[config.mk]
export PLATFORM = sky130hd
export DESIGN_NAME = hsl_front
export DESIGN_NICKNAME = d
export VERILOG_FILES = /design/src/hw/rtl/hsl_pkg.sv /design/src/hw/rtl/hsl_front.sv
export SDC_FILE = /design/constraint.sdc
export NUM_CORES = 1
export LEC_CHECK = 0
export BUFFER_PORTS_ARGS = -buffer_cell sky130_fd_sc_hd__buf_2
export CAP_MARGIN = 20
export CORE_MARGIN = 5
export CORE_UTILIZATION = 40
export CTS_CLUSTER_DIAMETER = 60
export DETAILED_ROUTE_END_ITERATION = 6
export PLACE_DENSITY = 0.56
export SLEW_MARGIN = 20
export SYNTH_ARGS = -nofsm -noshare
export SYNTH_HDL_FRONTEND = slang
export SYNTH_SLANG_ARGS = --single-unit
[constraint.sdc]
create_clock -name aclk -period 20.1 [get_ports aclk]
set_input_delay 5.025 -clock aclk [delete_from_list [all_inputs] [get_ports aclk]]
set_output_delay 5.025 -clock aclk [all_outputs]
set_load 0.03 [all_outputs]
[src/hw/rtl/hsl_pkg.sv]
package hsl_pkg;

    localparam int CHAN_BITS   = 16;
    localparam int FRAC_BITS   = 8;
    localparam int FACTOR_BITS = FRAC_BITS + 2;
    localparam int HUE_BITS    = CHAN_BITS + 3;
    localparam int DIV_LAT     = CHAN_BITS + 1;
    localparam int QUEUE_DEPTH = 2;
    localparam int WORD_BITS   = ((4 * CHAN_BITS + 7) / 8) * 8;

    localparam logic [CHAN_BITS-1:0]   FULL         = {CHAN_BITS{1'b1}};
    localparam logic [FACTOR_BITS-1:0] FACTOR_RESET = FACTOR_BITS'(1) << FRAC_BITS;

    typedef logic [CHAN_BITS-1:0] chan_t;

    typedef enum logic [1:0] {
        SECT_RED,
        SECT_GREEN,
        SECT_BLUE
    } hue_sect_t;

    typedef struct packed {
        chan_t     lum;
        chan_t     sat_num;
        chan_t     sat_den;
        chan_t     hue_num;
        chan_t     hue_den;
        logic      hue_neg;
        hue_sect_t sect;
        logic      gray;
        chan_t     alpha;
    } hsl_item_t;

    typedef struct packed {
        logic full;
        logic empty;
    } hsl_q_stat_t;

endpackage

[src/hw/rtl/hsl_front.sv]
module hsl_front
    import hsl_pkg::*;
(
    input  logic                 aclk,
    input  logic                 aresetn,
    input  logic                 s_tvalid,
    output logic                 s_tready,
    input  logic [WORD_BITS-1:0] s_tdata,   // red, green, blue, alpha
    input  logic                 push_ok,
    output logic                 item_valid,
    output hsl_item_t            item
);

    logic      vld_reg, vld_next;
    hsl_item_t item_reg, item_next;

    chan_t r, g, b;
    chan_t mx, mn;
    logic  r_max, g_max;
    logic [CHAN_BITS:0] sum, dsig;

    assign r = s_tdata[CHAN_BITS-1:0];
    assign g = s_tdata[2*CHAN_BITS-1:CHAN_BITS];
    assign b = s_tdata[3*CHAN_BITS-1:2*CHAN_BITS];

    assign s_tready   = !vld_reg || push_ok;
    assign item_valid = vld_reg;
    assign item       = item_reg;

    always_comb begin
        r_max = (r >= g) && (r >= b);
        g_max = !r_max && (g >= b);
        mx = r_max ? r : (g_max ? g : b);
        mn = r;
        if (g < mn) mn = g;
        if (b < mn) mn = b;
        sum = {1'b0, mx} + {1'b0, mn};

        item_next.lum     = sum[CHAN_BITS:1];
        item_next.sat_num = mx - mn;
        item_next.hue_den = mx - mn;
        item_next.gray    = (mx == mn);
        item_next.alpha   = s_tdata[4*CHAN_BITS-1:3*CHAN_BITS];
        if (sum <= {1'b0, FULL}) begin
            item_next.sat_den = sum[CHAN_BITS-1:0];
        end else begin
            item_next.sat_den = CHAN_BITS'({FULL, 1'b0} - sum);
        end

        if (r_max) begin
            item_next.sect = SECT_RED;
            dsig = {1'b0, g} - {1'b0, b};
        end else if (g_max) begin
            item_next.sect = SECT_GREEN;
            dsig = {1'b0, b} - {1'b0, r};
        end else begin
            item_next.sect = SECT_BLUE;
            dsig = {1'b0, r} - {1'b0, g};
        end
        item_next.hue_neg = dsig[CHAN_BITS];
        item_next.hue_num = dsig[CHAN_BITS] ? CHAN_BITS'(-dsig) : dsig[CHAN_BITS-1:0];

        if (s_tvalid && s_tready) begin
            vld_next = 1'b1;
        end else if (push_ok) begin
            vld_next = 1'b0;
        end else begin
            vld_next = vld_reg;
        end
    end

    always_ff @(posedge aclk) begin
        if (!aresetn) begin
            vld_reg <= 1'b0;
        end else begin
            vld_reg <= vld_next;
        end
    end

    always_ff @(posedge aclk) begin
        if (s_tvalid && s_tready) begin
            item_reg <= item_next;
        end
    end

endmodule

==> impl_metrics.toml <==
[sta]
drv_slew = 0
rsz0062_at_grt = "no"
period_share_pct = 64.2
max_freq_mhz = 77.5
final-setup-viol-count = 0
whs_ps = 546
hold_viol = 0
skew_ps = 5.49
fin_tns_setup_ps = 0
period_minus_slack_ps = 12900
worstMarginPinSlew_ps = 874
slew_headroom_pct = 41.7

[cts]
clock-sinks = 84
numCtsBuffers = 9
cts_resized = 0
post_cts_buffers = 0
h-tree-depth = 3
hold_buffers = 0
clkLatencyLatePin_ps = 340
clock_path_buffers = 2
clkTransAtPathRegs_ps = 60
clock-root-buffer = "clkbuf_16"
cts_tree = "yes"

[power]
power.switching_mw = 0.564
switching_share_pct = 47.2
cellPowerDensity_mw_per_mm2 = 112
p_comb_share_pct = 60.8
p_int_mw = 0.631
p_seq_share_pct = 24.5
clkPwrFrac_pct = 14.7
leakagePower_nw = 4.81
ir_drop_mv = 0.0474

[placed_design]
gp_congestion = 0.925
port_buffers = 169
dp_hpwl_mm = 23.6

[detailed_routing]
viasPerCell = 5.44
vias = 8465
final_antenna_net_count = 0
first_iter_violations = 572
drc_errors = 0
wire_per_inst_um = 18.5
drt_first_pass_iters = 5
wl_mm = 28.9

[synthesis]
synth.distinct_cells = 93
ys_async_sr_fraction_pct = 0
synthFlopType = "edfxtp_1"
synth_largest_area_cell = "edfxtp_1"
syn_avg_cell_area_um2 = 8.56
synthTopCellsByCount = "97 x ha_1, 92 x inv_1, 88 x a21oi_1, 83 x edfxtp_1, 82 x nor2_1"
yosysSeqAreaShare_pct = 26.6
synth.most_common_cell = "ha_1"
yosysTopAreaCellShare_pct = 26.4
syn-num-nets = 1271
synth_edf_count = 83
synth_area_leaders = "edfxtp_1 26%, ha_1 13%, a21oi_1 4.7%"
ys_warn_count = 0
postSynthCellCount = 1101
synthesis.area_mm2 = 0.00943
ys_ff_latch = 84

[worst_setup_path]
r2r_start = "item_valid$_SDFFE_PN0P_"
worst_path_largest_cell_delay_ps = 670
cp_max_fo = 31
slowest_stage = "o311ai_1"
crit_type = "in -> reg"
critPathRequiredTime_ps = 20180
worst_setup_path_end_kind = "flop"
worstPathArrival_ps = 12980
crit_top_cell = "nor2b_1"
rr_worst_depth = 3
cp-startpoint = "s_tdata[17]"
start_kind = "input pin"

[floorplanning]
rows = 56
start_util_pct = 40.4
pin_count = 170
die_h_um = 164
core_area_mm2 = 0.0233
die_w_um = 164
dieArea_mm2 = 0.0267

[grt]
grt_use_total_pct = 20.9
grt_overflow = 0
grt_pass1_vias = 7954
antenna_found_initial = 0
grt_pass1_wl_mm = 43.8
grt_max_degree = 73

[layout]
drive_gt1_share_pct = 18.6
largest_register_ffs = 83
final_nets = 1401
syn2layout_area_growth_pct = 13.5

[hold_path]
min_path_type = "reg -> reg"
min_from = "item_valid$_SDFFE_PN0P_"
hold_path_depth = 2

[job]
max_cap_viol_count = 0

[outcome]
status = "complete, no violations"
## cell usage in the layout, fill, tap and decap left out, types with 6 or more instances in the layout
cell type,netlist,routed
buf_2,9,169
ha_1,97,97
inv_1,92,92
a21oi_1,88,87
edfxtp_1,83,83
nor2_1,82,82
nand2_1,79,79
o21ai_0,60,60
xnor2_1,48,48
mux2i_1,42,42
xor2_1,31,31
nor3_1,26,26
nand3_1,25,25
a21o_1,25,25
a31oi_1,20,20
o21ai_1,17,17
o21a_1,17,17
nand2b_1,15,15
o21bai_1,14,14
and3_1,13,13
nor2b_1,11,11
nand4_1,9,9
nor4_1,9,9
clkbuf_16,0,9
and2_1,9,8
a211oi_1,7,7
o2111ai_1,6,6
buf_4,17,6
## final timing paths
| kind | end | slack, ps |
|---|---|---|
| worst min-delay path | item_valid$_SDFFE_PN0P_ | 550 |
| worst min register to register | item_valid$_SDFFE_PN0P_ | 550 |
| worst max-delay path | item[59]$_DFFE_PP_ | 7200 |
| worst max register to register | item[23]$_DFFE_PP_ | 18260 |
## kinds of logic (layout without fill, tap and decap cells)
| group | after synthesis | in the layout | share of synthesized area, % |
|---|---|---|---|
| simple gates | 308 | 308 | 16.1 |
| buf+inv | 151 | 286 | 7.39 |
| other cells | 0 | 1 | 0 |
| xor+xnor | 79 | 79 | 7.34 |
| mux | 45 | 45 | 4.82 |
| fa+ha+maj | 102 | 102 | 13.9 |
| flops | 84 | 84 | 26.6 |
| compound gates | 332 | 332 | 23.8 |
## final cells by class
cell class	instances	area, um2
diodes	1	2.50
clock buffers	12	236
clock inverters	4	73.8
fillers	2319	12600
inverters	95	357
multi-input cells	866	6230
flip-flops and latches	84	2510
well taps	319	399
repair buffers	175	891
## critical path: cells and delay by family
| family | cells | cell delay, ps |
|---|---|---|
| fa+ha+maj | 4 | 1280 |
| simple gates | 9 | 1470 |
| xor+xnor | 1 | 140 |
| mux | 1 | 310 |
| compound gates | 15 | 3620 |
| buf+inv | 6 | 1100 |
## per-layer routing
layer	part of all wire, %	global-route usage [%]	vias to the layer above
met2	46	33.9	240
met5	0	0	-
met4	3.6	8.01	0
met1	46	28.7	3918
met3	4.7	2.50	42
li1	-	-	4265
## power groups by stage
stage | logic [mW] | clock network, mW | registers [mW]
detailed placement | 0.725 | 0 | 0.298
global placement | 0.723 | 0 | 0.298
floorplan | 0.443 | 0 | 0.408
CTS | 0.727 | 0.182 | 0.294
finish | 0.726 | 0.176 | 0.293
global route | 0.787 | 0.188 | 0.298
## stage by stage
step                      cells  power [mW]  cell area (um2)  util (%)  worst slack, ps
after floorplan            1101       0.851             9430         -             8180
after global placement     1539        1.02            10400      44.5             7040
after detailed placement   1539        1.02            10400      44.5             6890
after CTS                  1555        1.20            10700      45.9             7250
after global routing       1555        1.27            10700      45.9             6540
final                      1556        1.20            10700      45.9             7200
Power figures use the tool's default switching activity.
