### src/hw/rtl/hsl_pkg.sv
package hsl_pkg;

    localparam int CHAN_BITS   = 16;
    localparam int FRAC_BITS   = 8;
    localparam int FACTOR_BITS = FRAC_BITS + 2;
    localparam int HUE_BITS    = CHAN_BITS + 3;
    localparam int DIV_LAT     = CHAN_BITS + 1;
    localparam int QUEUE_DEPTH = 2;
    localparam int WORD_BITS   = ((4 * CHAN_BITS + 7) / 8) * 8;

    localparam logic [CHAN_BITS-1:0]   FULL         = {CHAN_BITS{1'b1}};
    localparam logic [FACTOR_BITS-1:0] FACTOR_RESET = FACTOR_BITS'(1) << FRAC_BITS;

    typedef logic [CHAN_BITS-1:0] chan_t;

    typedef enum logic [1:0] {
        SECT_RED,
        SECT_GREEN,
        SECT_BLUE
    } hue_sect_t;

    typedef struct packed {
        chan_t     lum;
        chan_t     sat_num;
        chan_t     sat_den;
        chan_t     hue_num;
        chan_t     hue_den;
        logic      hue_neg;
        hue_sect_t sect;
        logic      gray;
        chan_t     alpha;
    } hsl_item_t;

    typedef struct packed {
        logic full;
        logic empty;
    } hsl_q_stat_t;

endpackage

### src/hw/rtl/hsl_queue.sv
module hsl_queue
    import hsl_pkg::*;
(
    input  logic        aclk,
    input  logic        aresetn,
    input  logic        push,
    input  hsl_item_t   din,
    input  logic        pop,
    output hsl_item_t   dout,
    output hsl_q_stat_t stat
);

    localparam int PTR_BITS = $clog2(QUEUE_DEPTH);

    hsl_item_t mem_reg [QUEUE_DEPTH];
    logic [PTR_BITS-1:0] wr_ptr_reg, wr_ptr_next, rd_ptr_reg, rd_ptr_next;
    logic [PTR_BITS:0]   cnt_reg, cnt_next;
    logic do_push, do_pop;

    assign stat.full  = (cnt_reg == (PTR_BITS + 1)'(QUEUE_DEPTH));
    assign stat.empty = (cnt_reg == '0);
    assign do_push    = push && !stat.full;
    assign do_pop     = pop && !stat.empty;
    assign dout       = mem_reg[rd_ptr_reg];

    always_comb begin
        wr_ptr_next = do_push ? wr_ptr_reg + 1'b1 : wr_ptr_reg;
        rd_ptr_next = do_pop ? rd_ptr_reg + 1'b1 : rd_ptr_reg;
        cnt_next    = cnt_reg + (PTR_BITS + 1)'(do_push) - (PTR_BITS + 1)'(do_pop);
    end

    always_ff @(posedge aclk) begin
        if (!aresetn) begin
            wr_ptr_reg <= '0;
            rd_ptr_reg <= '0;
            cnt_reg    <= '0;
        end else begin
            wr_ptr_reg <= wr_ptr_next;
            rd_ptr_reg <= rd_ptr_next;
            cnt_reg    <= cnt_next;
        end
    end

    always_ff @(posedge aclk) begin
        if (do_push) begin
            mem_reg[wr_ptr_reg] <= din;
        end
    end

endmodule

### config.mk
export PLATFORM = sky130hd
export DESIGN_NAME = hsl_queue
export DESIGN_NICKNAME = d
export VERILOG_FILES = /design/src/hw/rtl/hsl_pkg.sv /design/src/hw/rtl/hsl_queue.sv
export SDC_FILE = /design/constraint.sdc
export NUM_CORES = 1
export LEC_CHECK = 0
export CAP_MARGIN = 15
export CORE_ASPECT_RATIO = 1.25
export CORE_UTILIZATION = 55
export CTS_CLUSTER_DIAMETER = 120
export DETAILED_ROUTE_END_ITERATION = 10
export DONT_BUFFER_PORTS = 1
export PLACE_DENSITY = 0.7
export SYNTH_ARGS = -nofsm -noshare
export SYNTH_HDL_FRONTEND = slang
export SYNTH_SLANG_ARGS = --single-unit
### constraint.sdc
create_clock -name aclk -period 6.9 [get_ports aclk]
set_clock_uncertainty 0.1 [all_clocks]
set_input_delay 1.035 -clock aclk [delete_from_list [all_inputs] [get_ports aclk]]
set_output_delay 1.035 -clock aclk [all_outputs]
set_load 0.02 [all_outputs]
==> out/qor.yml, run 1 <==
status: "completed"
grt_overflow: 0
insertion_delay_ps: 480
total_leakage_power_nw: 3.03
antenna_found_initial: 0
setup_viol: 0
rsz0062_at_grt: "false"
drt_first_pass_iters: 5
ant_nets: 0
area_growth_pct: 8.39
r2r_start: "cnt_reg[0]$_SDFF_PN0_"
n_fill_cell: 987
cap_violations: 0
worst_pin_slew_ps: 1030
synth-seq-cells: 205
cp_top_family: "flip-flops"
syn_inst: 338
drcViolationCount: 0
coreArea_mm2: 0.0139
rows: 48
arrival_ps: 2720
drv_slew: 0
dr_wl_met3_um: 1310
syn_avg_cell_area_um2: 23.5
cp.depth: 2
timing.fmax_ghz: 0.259
netlist_area_mm2: 0.00795
start_kind: "register"
dp_hpwl_um: 7720
place_ws_ps: 3510
holdWs_ps: 427
cp_slowest_stage_delay_ps: 920
die_area_mm2: 0.0149
period_needed_ps: 3860
worst_slack_ps: 3040
drive_gt1_share_pct: 36.5
synth_seq_area_share_pct: 76.8
synthesis.nets: 444
async_flop_share_pct: 0
diodes: 0
cts_tree: "done"
worstPathMaxFanout: 54
grt_pass1_wl_um: 16300
cts.clk_slew.worst_paths_ps: 60
clkSinkCount: 205
die_w_um: 110
ctsHoldBuffers: 0
regToRegEndpoint: "mem_reg[0][17]$_DFFE_PP_"
synth_top_area_share_pct: 75.5
routed_wl_um: 11500
htreeDepth: 1
min_path_type: "register to register"
synth_area_leaders: "edfxtp_1 (76%), mux2_4 (19%), buf_12 (2.5%)"
fin_nets: 457
first_iter_violations: 130
place.gp.congestion: 0.729
power_density_mw_per_mm2: 428
path_class: "register to output port"
wl_met2_um: 6040
pin_count: 206
fin_setup_tns_ps: 0
port_buffers: 0
cts_resized: 0
root_buffer: "clkbuf_16"
vias: 2944
synth_ff_type: "edfxtp_1"
met1_length_um: 3760
r2r_slack_ps: 4050
vias_per_cell: 5.46
track_usage_pct: 14.9
numCtsBuffers: 19
yosys.cell_types.count: 17
r2r_cells: 4
endpoint_kind: "output port"
ys.warnings.count: 0
power_mw: 3.69
grt_max_degree: 66
wl_per_cell_um: 21.2
highest_layer: "met4"
ir_worst_vdd_mv: 0.316
cpMaxStageDelayCell: "dfxtp_4"
synth_common_cells: "edfxtp_1 (200), mux2_4 (100), buf_12 (10)"
yosysMostFrequentCell: "edfxtp_1"
period_share_pct: 55.9
critPathCapture: "dout[85]"
slew_headroom_pct: 31.2
cts_setup_buffers: 0
die_y_um: 136
clk_path_buf_depth: 3
grt_pass1_vias: 3018
crit_buf_inv: 1
hold_viol: 0
synth_edf_count: 200
synth_area_leader_cell: "edfxtp_1"
start_util_pct: 57.1
cp.required_ps: 5760
largest_reg_flops: 200
crit_chain: "buf_4, mux2_4"
stage by stage:
| step | instances | utilization (%) | instance area, um^2 |
|---|---|---|---|
| floorplan | 338 | - | 7950 |
| global placement | 505 | 57.4 | 8000 |
| detailed placement | 505 | 57.4 | 8000 |
| CTS | 539 | 61.9 | 8620 |
| global route | 539 | 61.9 | 8620 |
| finish | 539 | 61.9 | 8620 |
worst min path at each step:
stage                                 start                 endpoint  slack (ps)  depth (start not counted)
finish              rd_ptr_reg$_SDFFE_PN0P_                 register         430                          2
global route        rd_ptr_reg$_SDFFE_PN0P_  rd_ptr_reg$_SDFFE_PN0P_         440                          2
detailed placement  rd_ptr_reg$_SDFFE_PN0P_                 register         400                          2
global placement    rd_ptr_reg$_SDFFE_PN0P_  rd_ptr_reg$_SDFFE_PN0P_         400                          2
CTS                 rd_ptr_reg$_SDFFE_PN0P_                 register         420                          2
floorplan           wr_ptr_reg$_SDFFE_PN0P_  wr_ptr_reg$_SDFFE_PN0P_         350                          2
power by group:
group | internal, mW | leakage [nW] | total, mW | switching [mW]
clock network | 0.618 | 0.307 | 1.01 | 0.397
registers | 1.61 | 1.91 | 1.72 | 0.106
logic | 0.396 | 0.815 | 0.957 | 0.561
total | 2.62 | 3.03 | 3.69 | 1.06
cell families after synthesis:
logic type,count (synthesis),synth area share [%]
and+or+nand+nor,13,0.787
muxes,101,19.0
AOI/OAI and AO/OA,1,0.0944
DFF,205,76.8
adders and majority gates,2,0.315
buffers and inverters,14,2.80
xor gates and xnor gates,2,0.220
worst reg2reg max path, cell delays in order, from the launching register on:
cell,delay [ps]
dfxtp_1,370
nand2b_1,160
nand2_1,150
nor2_4,800
buf_4,810
layout by cell type (no fill, tap or decap), drive strengths merged:
cell / n
xor2: 1
and2: 2
xnor2: 1
o21a: 1
nand2: 2
nor2: 5
nand2b: 2
bufinv: 3
mux2i: 1
ha: 2
nor3: 1
mux2: 100
edfxtp: 200
dfxtp: 5
clkbuf: 22
and3: 1
buf: 3
inv: 4
clkinv: 8
metal layers:
metal	track usage (%)	up-vias
li1	-	1350
met1	15.9	1440
met2	25.4	134
met3	6.47	20
met4	6.96	0
met5	0	-
cell type report:
| type | instances | area, um^2 | share of cell area [%] |
|---|---|---|---|
| tap | 175 | 219 | 2.54 |
| clock inverter | 12 | 134 | 1.55 |
| timing repair buffer | 3 | 22.5 | 0.261 |
| sequential | 205 | 6110 | 70.9 |
| multi-input combinational | 119 | 1640 | 19.0 |
| clock buffer | 22 | 487 | 5.65 |
| inverter | 3 | 11.3 | 0.131 |
Power figures use the tool's default switching activity.
==> inputs of run 2 (changes only) <==
Clock period 6.9 ns to 3.85 ns, I/O delays scaled along.
==> run 2 against run 1 <==
Effect of this change:
- register-to-register slack worse by 2200 ps
- die area stayed put
- cell area is 0.33% higher
- critical path type unchanged
- largest cell class unchanged
==> out/qor.yml, run 2 (synthesis results as in run 1) <==
period_share_pct: 70.6
r2r_cells: 3  # -1
cpMaxStageDelayCell: "dfxtp_4"
r2r_slack_ps: 1840  # -2210 ps
wl_per_cell_um: 22.0  # +3.4%
clk_path_buf_depth: 3  # unchanged
cts_setup_buffers: 0  # unchanged
rsz0062_at_grt: "false"
cap_violations: 0  # unchanged
regArea_mm2: 0.00611  # unchanged
grt_pass1_wl_um: 16900  # +3.9%
worstHoldStart: "din[32]"
fin_nets: 459  # +0.44%
p_int_mw: 4.68  # +78%
dpl-instance-area_mm2: 0.00805  # +0.66%
diodes: 0  # unchanged
power.share.clock_pct: 27.0  # -0.5 points
worstPathMaxFanout: 39  # -28%
worst_slack_ps: 1130  # -1910 ps
hold_end: "mem_reg[1][32]$_DFFE_PP_"
r2r_start: "cnt_reg[0]$_SDFF_PN0_"
postLayoutCellArea_mm2: 0.00865  # +0.33%
dp.cells: 507  # +0.40%
min_path_type: "input pin to register"
instances_no_fill: 540  # +0.19%
multi_input_area_mm2: 0.00164  # unchanged
routed_wl_um: 11900  # +3.6%
root_buffer: "clkbuf_16"
numCtsBuffers: 19  # unchanged
vias: 2970  # +0.88%
clkSinkCount: 205  # unchanged
timing.fmax_ghz: 0.368
cp_slowest_stage_delay_ps: 780  # -140 ps
port_buffers: 0  # unchanged
die_w_um: 110  # unchanged
slew_headroom_pct: 56.2  # +25 points
sw_frac_of_total_pct: 29.2  # +0.33 points
crit_chain: "buf_12, mux2_4"
die_area_mm2: 0.0149  # unchanged
first_iter_violations: 84  # -35%
n_fill_cell: 981  # -0.61%
rows: 48  # unchanged
final_common_cell: "edfxtp_1"
final_cell_mix: "edfxtp_1 (200), mux2_4 (100), clkbuf_16 (19)"
setup_viol: 0  # unchanged
drv_slew: 0  # unchanged
drive_gt1_share_pct: 36.2  # -0.37 points
start_util_pct: 57.1  # unchanged
ir_worst_vdd_mv: 0.521  # +65%
grt_overflow: 0  # unchanged
cts_resized: 0  # unchanged
hold_viol: 0  # unchanged
start_kind: "register"
cts.clk_slew.worst_paths_ps: 60  # about the same
drcViolationCount: 0  # unchanged
cp.required_ps: 3170  # -2590 ps
p_seq_share_pct: 46.1  # -0.4 points
insertion_delay_ps: 470  # about the same
pin_count: 206  # unchanged
htreeDepth: 1  # unchanged
cts_tree: "done"
path_class: "register to output port"
total_leakage_power_nw: 3.03  # +0.11%
p_comb_share_pct: 26.9  # +1.0 points
power_density_mw_per_mm2: 764  # +79%
ctsHoldBuffers: 0  # unchanged
fin_setup_tns_ps: 0  # unchanged
area_growth_pct: 8.75
ant_nets: 0  # unchanged
holdWs_ps: 98.8  # -328 ps
regToRegEndpoint: "mem_reg[1][9]$_DFFE_PP_"
worst_pin_slew_ps: 657  # -373 ps
drt_first_pass_iters: 4  # -1
hold_depth: 0  # -2
p_sw_mw: 1.93  # +81%
period_needed_ps: 2720
grt_max_degree: 101  # +53%
die_y_um: 136  # unchanged
place.gp.congestion: 0.695  # -4.7%
arrival_ps: 2040  # -680 ps
cp_top_family: "flip-flops"
coreArea_mm2: 0.0139  # unchanged
track_usage_pct: 15.4  # +0.51 points
endpoint_kind: "output port"
fin_util_pct: 62.1  # +0.21 points
vias_per_cell: 5.50  # +0.70%
place_ws_ps: 1580  # -1930 ps
antenna_found_initial: 0  # unchanged
grt_pass1_vias: 3154  # +4.5%
crit_buf_inv: 1  # unchanged
status: "completed"
power_mw: 6.60  # +79%
largest_reg_flops: 200  # unchanged
==> run 2: how the worst max path moves through the flow <==
stage             start                 endpoint  slack, ps  depth (start not counted)
3_3_place_gp   register                 dout[99]       1600                          2
2_1_floorplan      push  mem_reg[0][0]$_DFFE_PP_         40                          2
6_report       register                 dout[21]       1130                          2
3_5_place_dp   register                 dout[76]       1580                          2
4_1_cts        register                 dout[76]       1080                          2
5_1_grt        register                 dout[76]       1030                          2
==> run 2: power by group through the flow <==
stage	Combinational (mW)	Sequential, mW	Clock (mW)
5_1_grt	1.86	3.08	1.90
3_3_place_gp	1.79	3.08	0
4_1_cts	1.80	3.06	1.83
6_report	1.77	3.05	1.78
3_5_place_dp	1.80	3.10	0
2_1_floorplan	1.78	3.02	0
==> run 2: metal layers <==
metal | global-route usage [%] | up-vias | wire (um)
li1 | - | 1356 | -
met1 | 14.5 | 1448 | 3720
met2 | 27.4 | 132 | 6280
met3 | 7.33 | 34 | 1380
met4 | 7.93 | 0 | 495
met5 | 0 | - | 0
==> run 2: final cells by class <==
cell class | count | share of cell area [%]
timing repair buffer | 5 | 0.868
multi-input combinational | 119 | 18.9
inverter | 3 | 0.130
sequential | 205 | 70.6
tap | 175 | 2.53
clock buffer | 27 | 5.96
clock inverter | 6 | 0.940
==> inputs of run 3 (changes only) <==
Settings changed: ABC_AREA set to 1, PLACE_DENSITY 0.7 to 0.73.
Clock period 3.85 ns to 2.3 ns, I/O delays scaled along.
==> run 3 against run 2 <==
Effect of this change:
- sequential power up 61%
- hold slack worse by 30 ps
- power up 68%
- flip-flop and latch count unchanged
- cell count up 23%
- highest routed layer unchanged
- utilization up 8.4 points
- combinational power up 66%
- wire length up 15%
==> out/qor.yml, run 3 <==
status: "completed"
async_flop_share_pct: 0  # unchanged
dpl-instance-area_mm2: 0.00814  # +1.1%
largest_reg_flops: 200  # unchanged
synth_edf_count: 200  # unchanged
synth_ff_type: "edfxtp_1"
drive_gt1_share_pct: 30.3  # -5.9 points
die_y_um: 137  # about the same
slew_headroom_pct: 65.1  # +8.9 points
place.gp.congestion: 0.682  # -1.9%
vias_per_cell: 5.29  # -3.9%
track_usage_pct: 17.9  # +2.4 points
worstPathMaxFanout: 58  # +49%
pin_count: 206  # unchanged
worst_pin_slew_ps: 522  # -135 ps
fin_nets: 577  # +26%
area_growth_pct: 23.7
drt_first_pass_iters: 4  # unchanged
hold_viol: 0  # unchanged
routed_wl_um: 13700  # +15%
syn_inst: 349  # +3.3%
insertion_delay_ps: 480  # about the same
start_util_pct: 56.9  # -0.15 points
min_path_type: "input pin to register"
synth_area_leaders: "edfxtp_1 (75%), mux2_4 (19%), buf_12 (2.5%)"
dp_hpwl_um: 8290
worst_slack_ps: 176  # -955 ps
cts_tree: "done"
period_share_pct: 92.3
total_leakage_power_nw: 3.56  # +17%
syn_avg_cell_area_um2: 22.8  # -3.0%
drv_slew: 0  # unchanged
endpoint_kind: "output port"
cts_resized: 0  # unchanged
synth_seq_area_share_pct: 76.6  # -0.13 points
drcViolationCount: 0  # unchanged
period_needed_ps: 2120
final_cell_mix: "edfxtp_1 (200), dlygate4sd3_1 (103), mux2_4 (100)"
cap_violations: 0  # unchanged
vias: 3500  # +18%
fin_setup_tns_ps: 0  # unchanged
die_w_um: 110  # about the same
regToRegEndpoint: "cnt_reg[1]$_SDFF_PN0_"
rows: 48  # unchanged
multi_input_area_mm2: 0.00164  # about the same
ant_nets: 0  # unchanged
synth-seq-cells: 205  # unchanged
htreeDepth: 1  # unchanged
cts.clk_slew.worst_paths_ps: 60  # about the same
hold_depth: 4  # +4
rsz0062_at_grt: "false"
worstHoldStart: "pop"
r2r_slack_ps: 480  # -1360 ps
die_area_mm2: 0.0150  # +0.17%
path_class: "register to output port"
numCtsBuffers: 20  # +1
holdWs_ps: 68.7  # -30.1 ps
ir_worst_vdd_mv: 0.885  # +70%
yosysMostFrequentCell: "edfxtp_1"
final_common_cell: "edfxtp_1"
wl_per_cell_um: 20.7  # -6.0%
start_kind: "register"
synth_common_cells: "edfxtp_1 (200), mux2_4 (100), buf_12 (10)"
arrival_ps: 1680  # -360 ps
cp.required_ps: 1860  # -1310 ps
clk_path_buf_depth: 3  # unchanged
r2r_start: "cnt_reg[1]$_SDFF_PN0_"
synth_area_leader_cell: "edfxtp_1"
cts_setup_buffers: 0  # unchanged
regArea_mm2: 0.00611  # about the same
postLayoutCellArea_mm2: 0.00986  # +14%
clkSinkCount: 205  # unchanged
instances_no_fill: 662  # +23%
timing.fmax_ghz: 0.471
power_density_mw_per_mm2: 1130  # +48%
netlist_area_mm2: 0.00797  # +0.17%
grt_pass1_vias: 3732  # +18%
port_buffers: 0  # unchanged
synth_top_area_share_pct: 75.4  # -0.13 points
r2r_cells: 11  # +8
setup_viol: 0  # unchanged
grt_overflow: 0  # unchanged
yosys.cell_types.count: 11  # -6
antenna_found_initial: 2  # +2
grt_max_degree: 59  # -42%
ys.warnings.count: 0  # unchanged
n_fill_cell: 849  # -13%
root_buffer: "clkbuf_16"
coreArea_mm2: 0.0140  # +0.43%
synthesis.nets: 455  # +2.5%
place_ws_ps: 517  # -1070 ps
grt_pass1_wl_um: 19800  # +17%
first_iter_violations: 168  # +100%
dp.cells: 521  # +2.8%
==> run 3: changes by cell type after synthesis, moves of 2 or more <==
cell / previous run / this run
inv_1: 3 / 9
nor2_1: 5 / 8
nand3_1: 0 / 3
and2_1: 2 / 0
nand2b_1: 2 / 0
a21oi_1: 0 / 2
nand2_1: 2 / 9
==> run 3: final cells by class <==
| type | count | area share (%) |
|---|---|---|
| clock inverters | 15 | 1.55 |
| repair buffers | 111 | 11.8 |
| multi-input cells | 124 | 16.6 |
| clock buffers | 21 | 5.33 |
| diodes | 2 | 0.0508 |
| flip-flops and latches | 205 | 62.0 |
| well taps | 175 | 2.22 |
| inverters | 9 | 0.381 |
==> run 3: layer usage <==
layer	global-route usage, %	share of wire, %
met1	19.8	36
met4	7.26	3.0
met5	0	0
met2	31.2	52
met3	6.24	9.1
==> run 3: worst max-delay path by stage <==
stage / from / to / slack (ps) / cells after the start
floorplan: cnt_reg[0]$_SDFF_PN0_ / mem_reg[0][0]$_DFFE_PP_ / -220 / 4
global placement: cnt_reg[0]$_SDFF_PN0_ / mem_reg[1][37]$_DFFE_PP_ / 560 / 5
detailed placement: cnt_reg[0]$_SDFF_PN0_ / mem_reg[1][41]$_DFFE_PP_ / 520 / 5
CTS: register / dout[64] / 170 / 2
global route: register / dout[52] / 130 / 2
finish: register / dout[60] / 180 / 2
==> run 3: kinds of logic after synthesis <==
group	after synthesis	share of synthesized area [%]
buffers and inverters	20	3.08
flip-flops	205	76.6
multiplexers	100	18.8
AND/OR/NAND/NOR	20	0.989
AO/OA/AOI/OAI	2	0.126
adder cells (fa/ha/maj)	2	0.314
==> run 3: repair_timing <==
action	in CTS	in global routing
hold buffers	103	0
setup endpoints to repair	0	0
endpoints found under the hold margin	205	0
==> run 3: power breakdown <==
part / switching, mW / internal (mW) / leakage, nW
registers: 0.156 / 4.74 / 1.91
clock network: 1.29 / 2.00 / 0.331
logic: 1.72 / 1.20 / 1.32
==> run 3: metrics by stage <==
stage / power, mW / util, %
6_report: 11.1 / 70.4
3_3_place_gp: 7.68 / 58.2
4_1_cts: 11.2 / 70.4
2_1_floorplan: 7.48 / -
5_1_grt: 11.5 / 70.4
3_5_place_dp: 7.76 / 58.2
==> run 3: critical path, stage by stage (launching register included) <==
cell and delay, ps:
dfxtp_4 370, buf_12 330, mux2_4 390
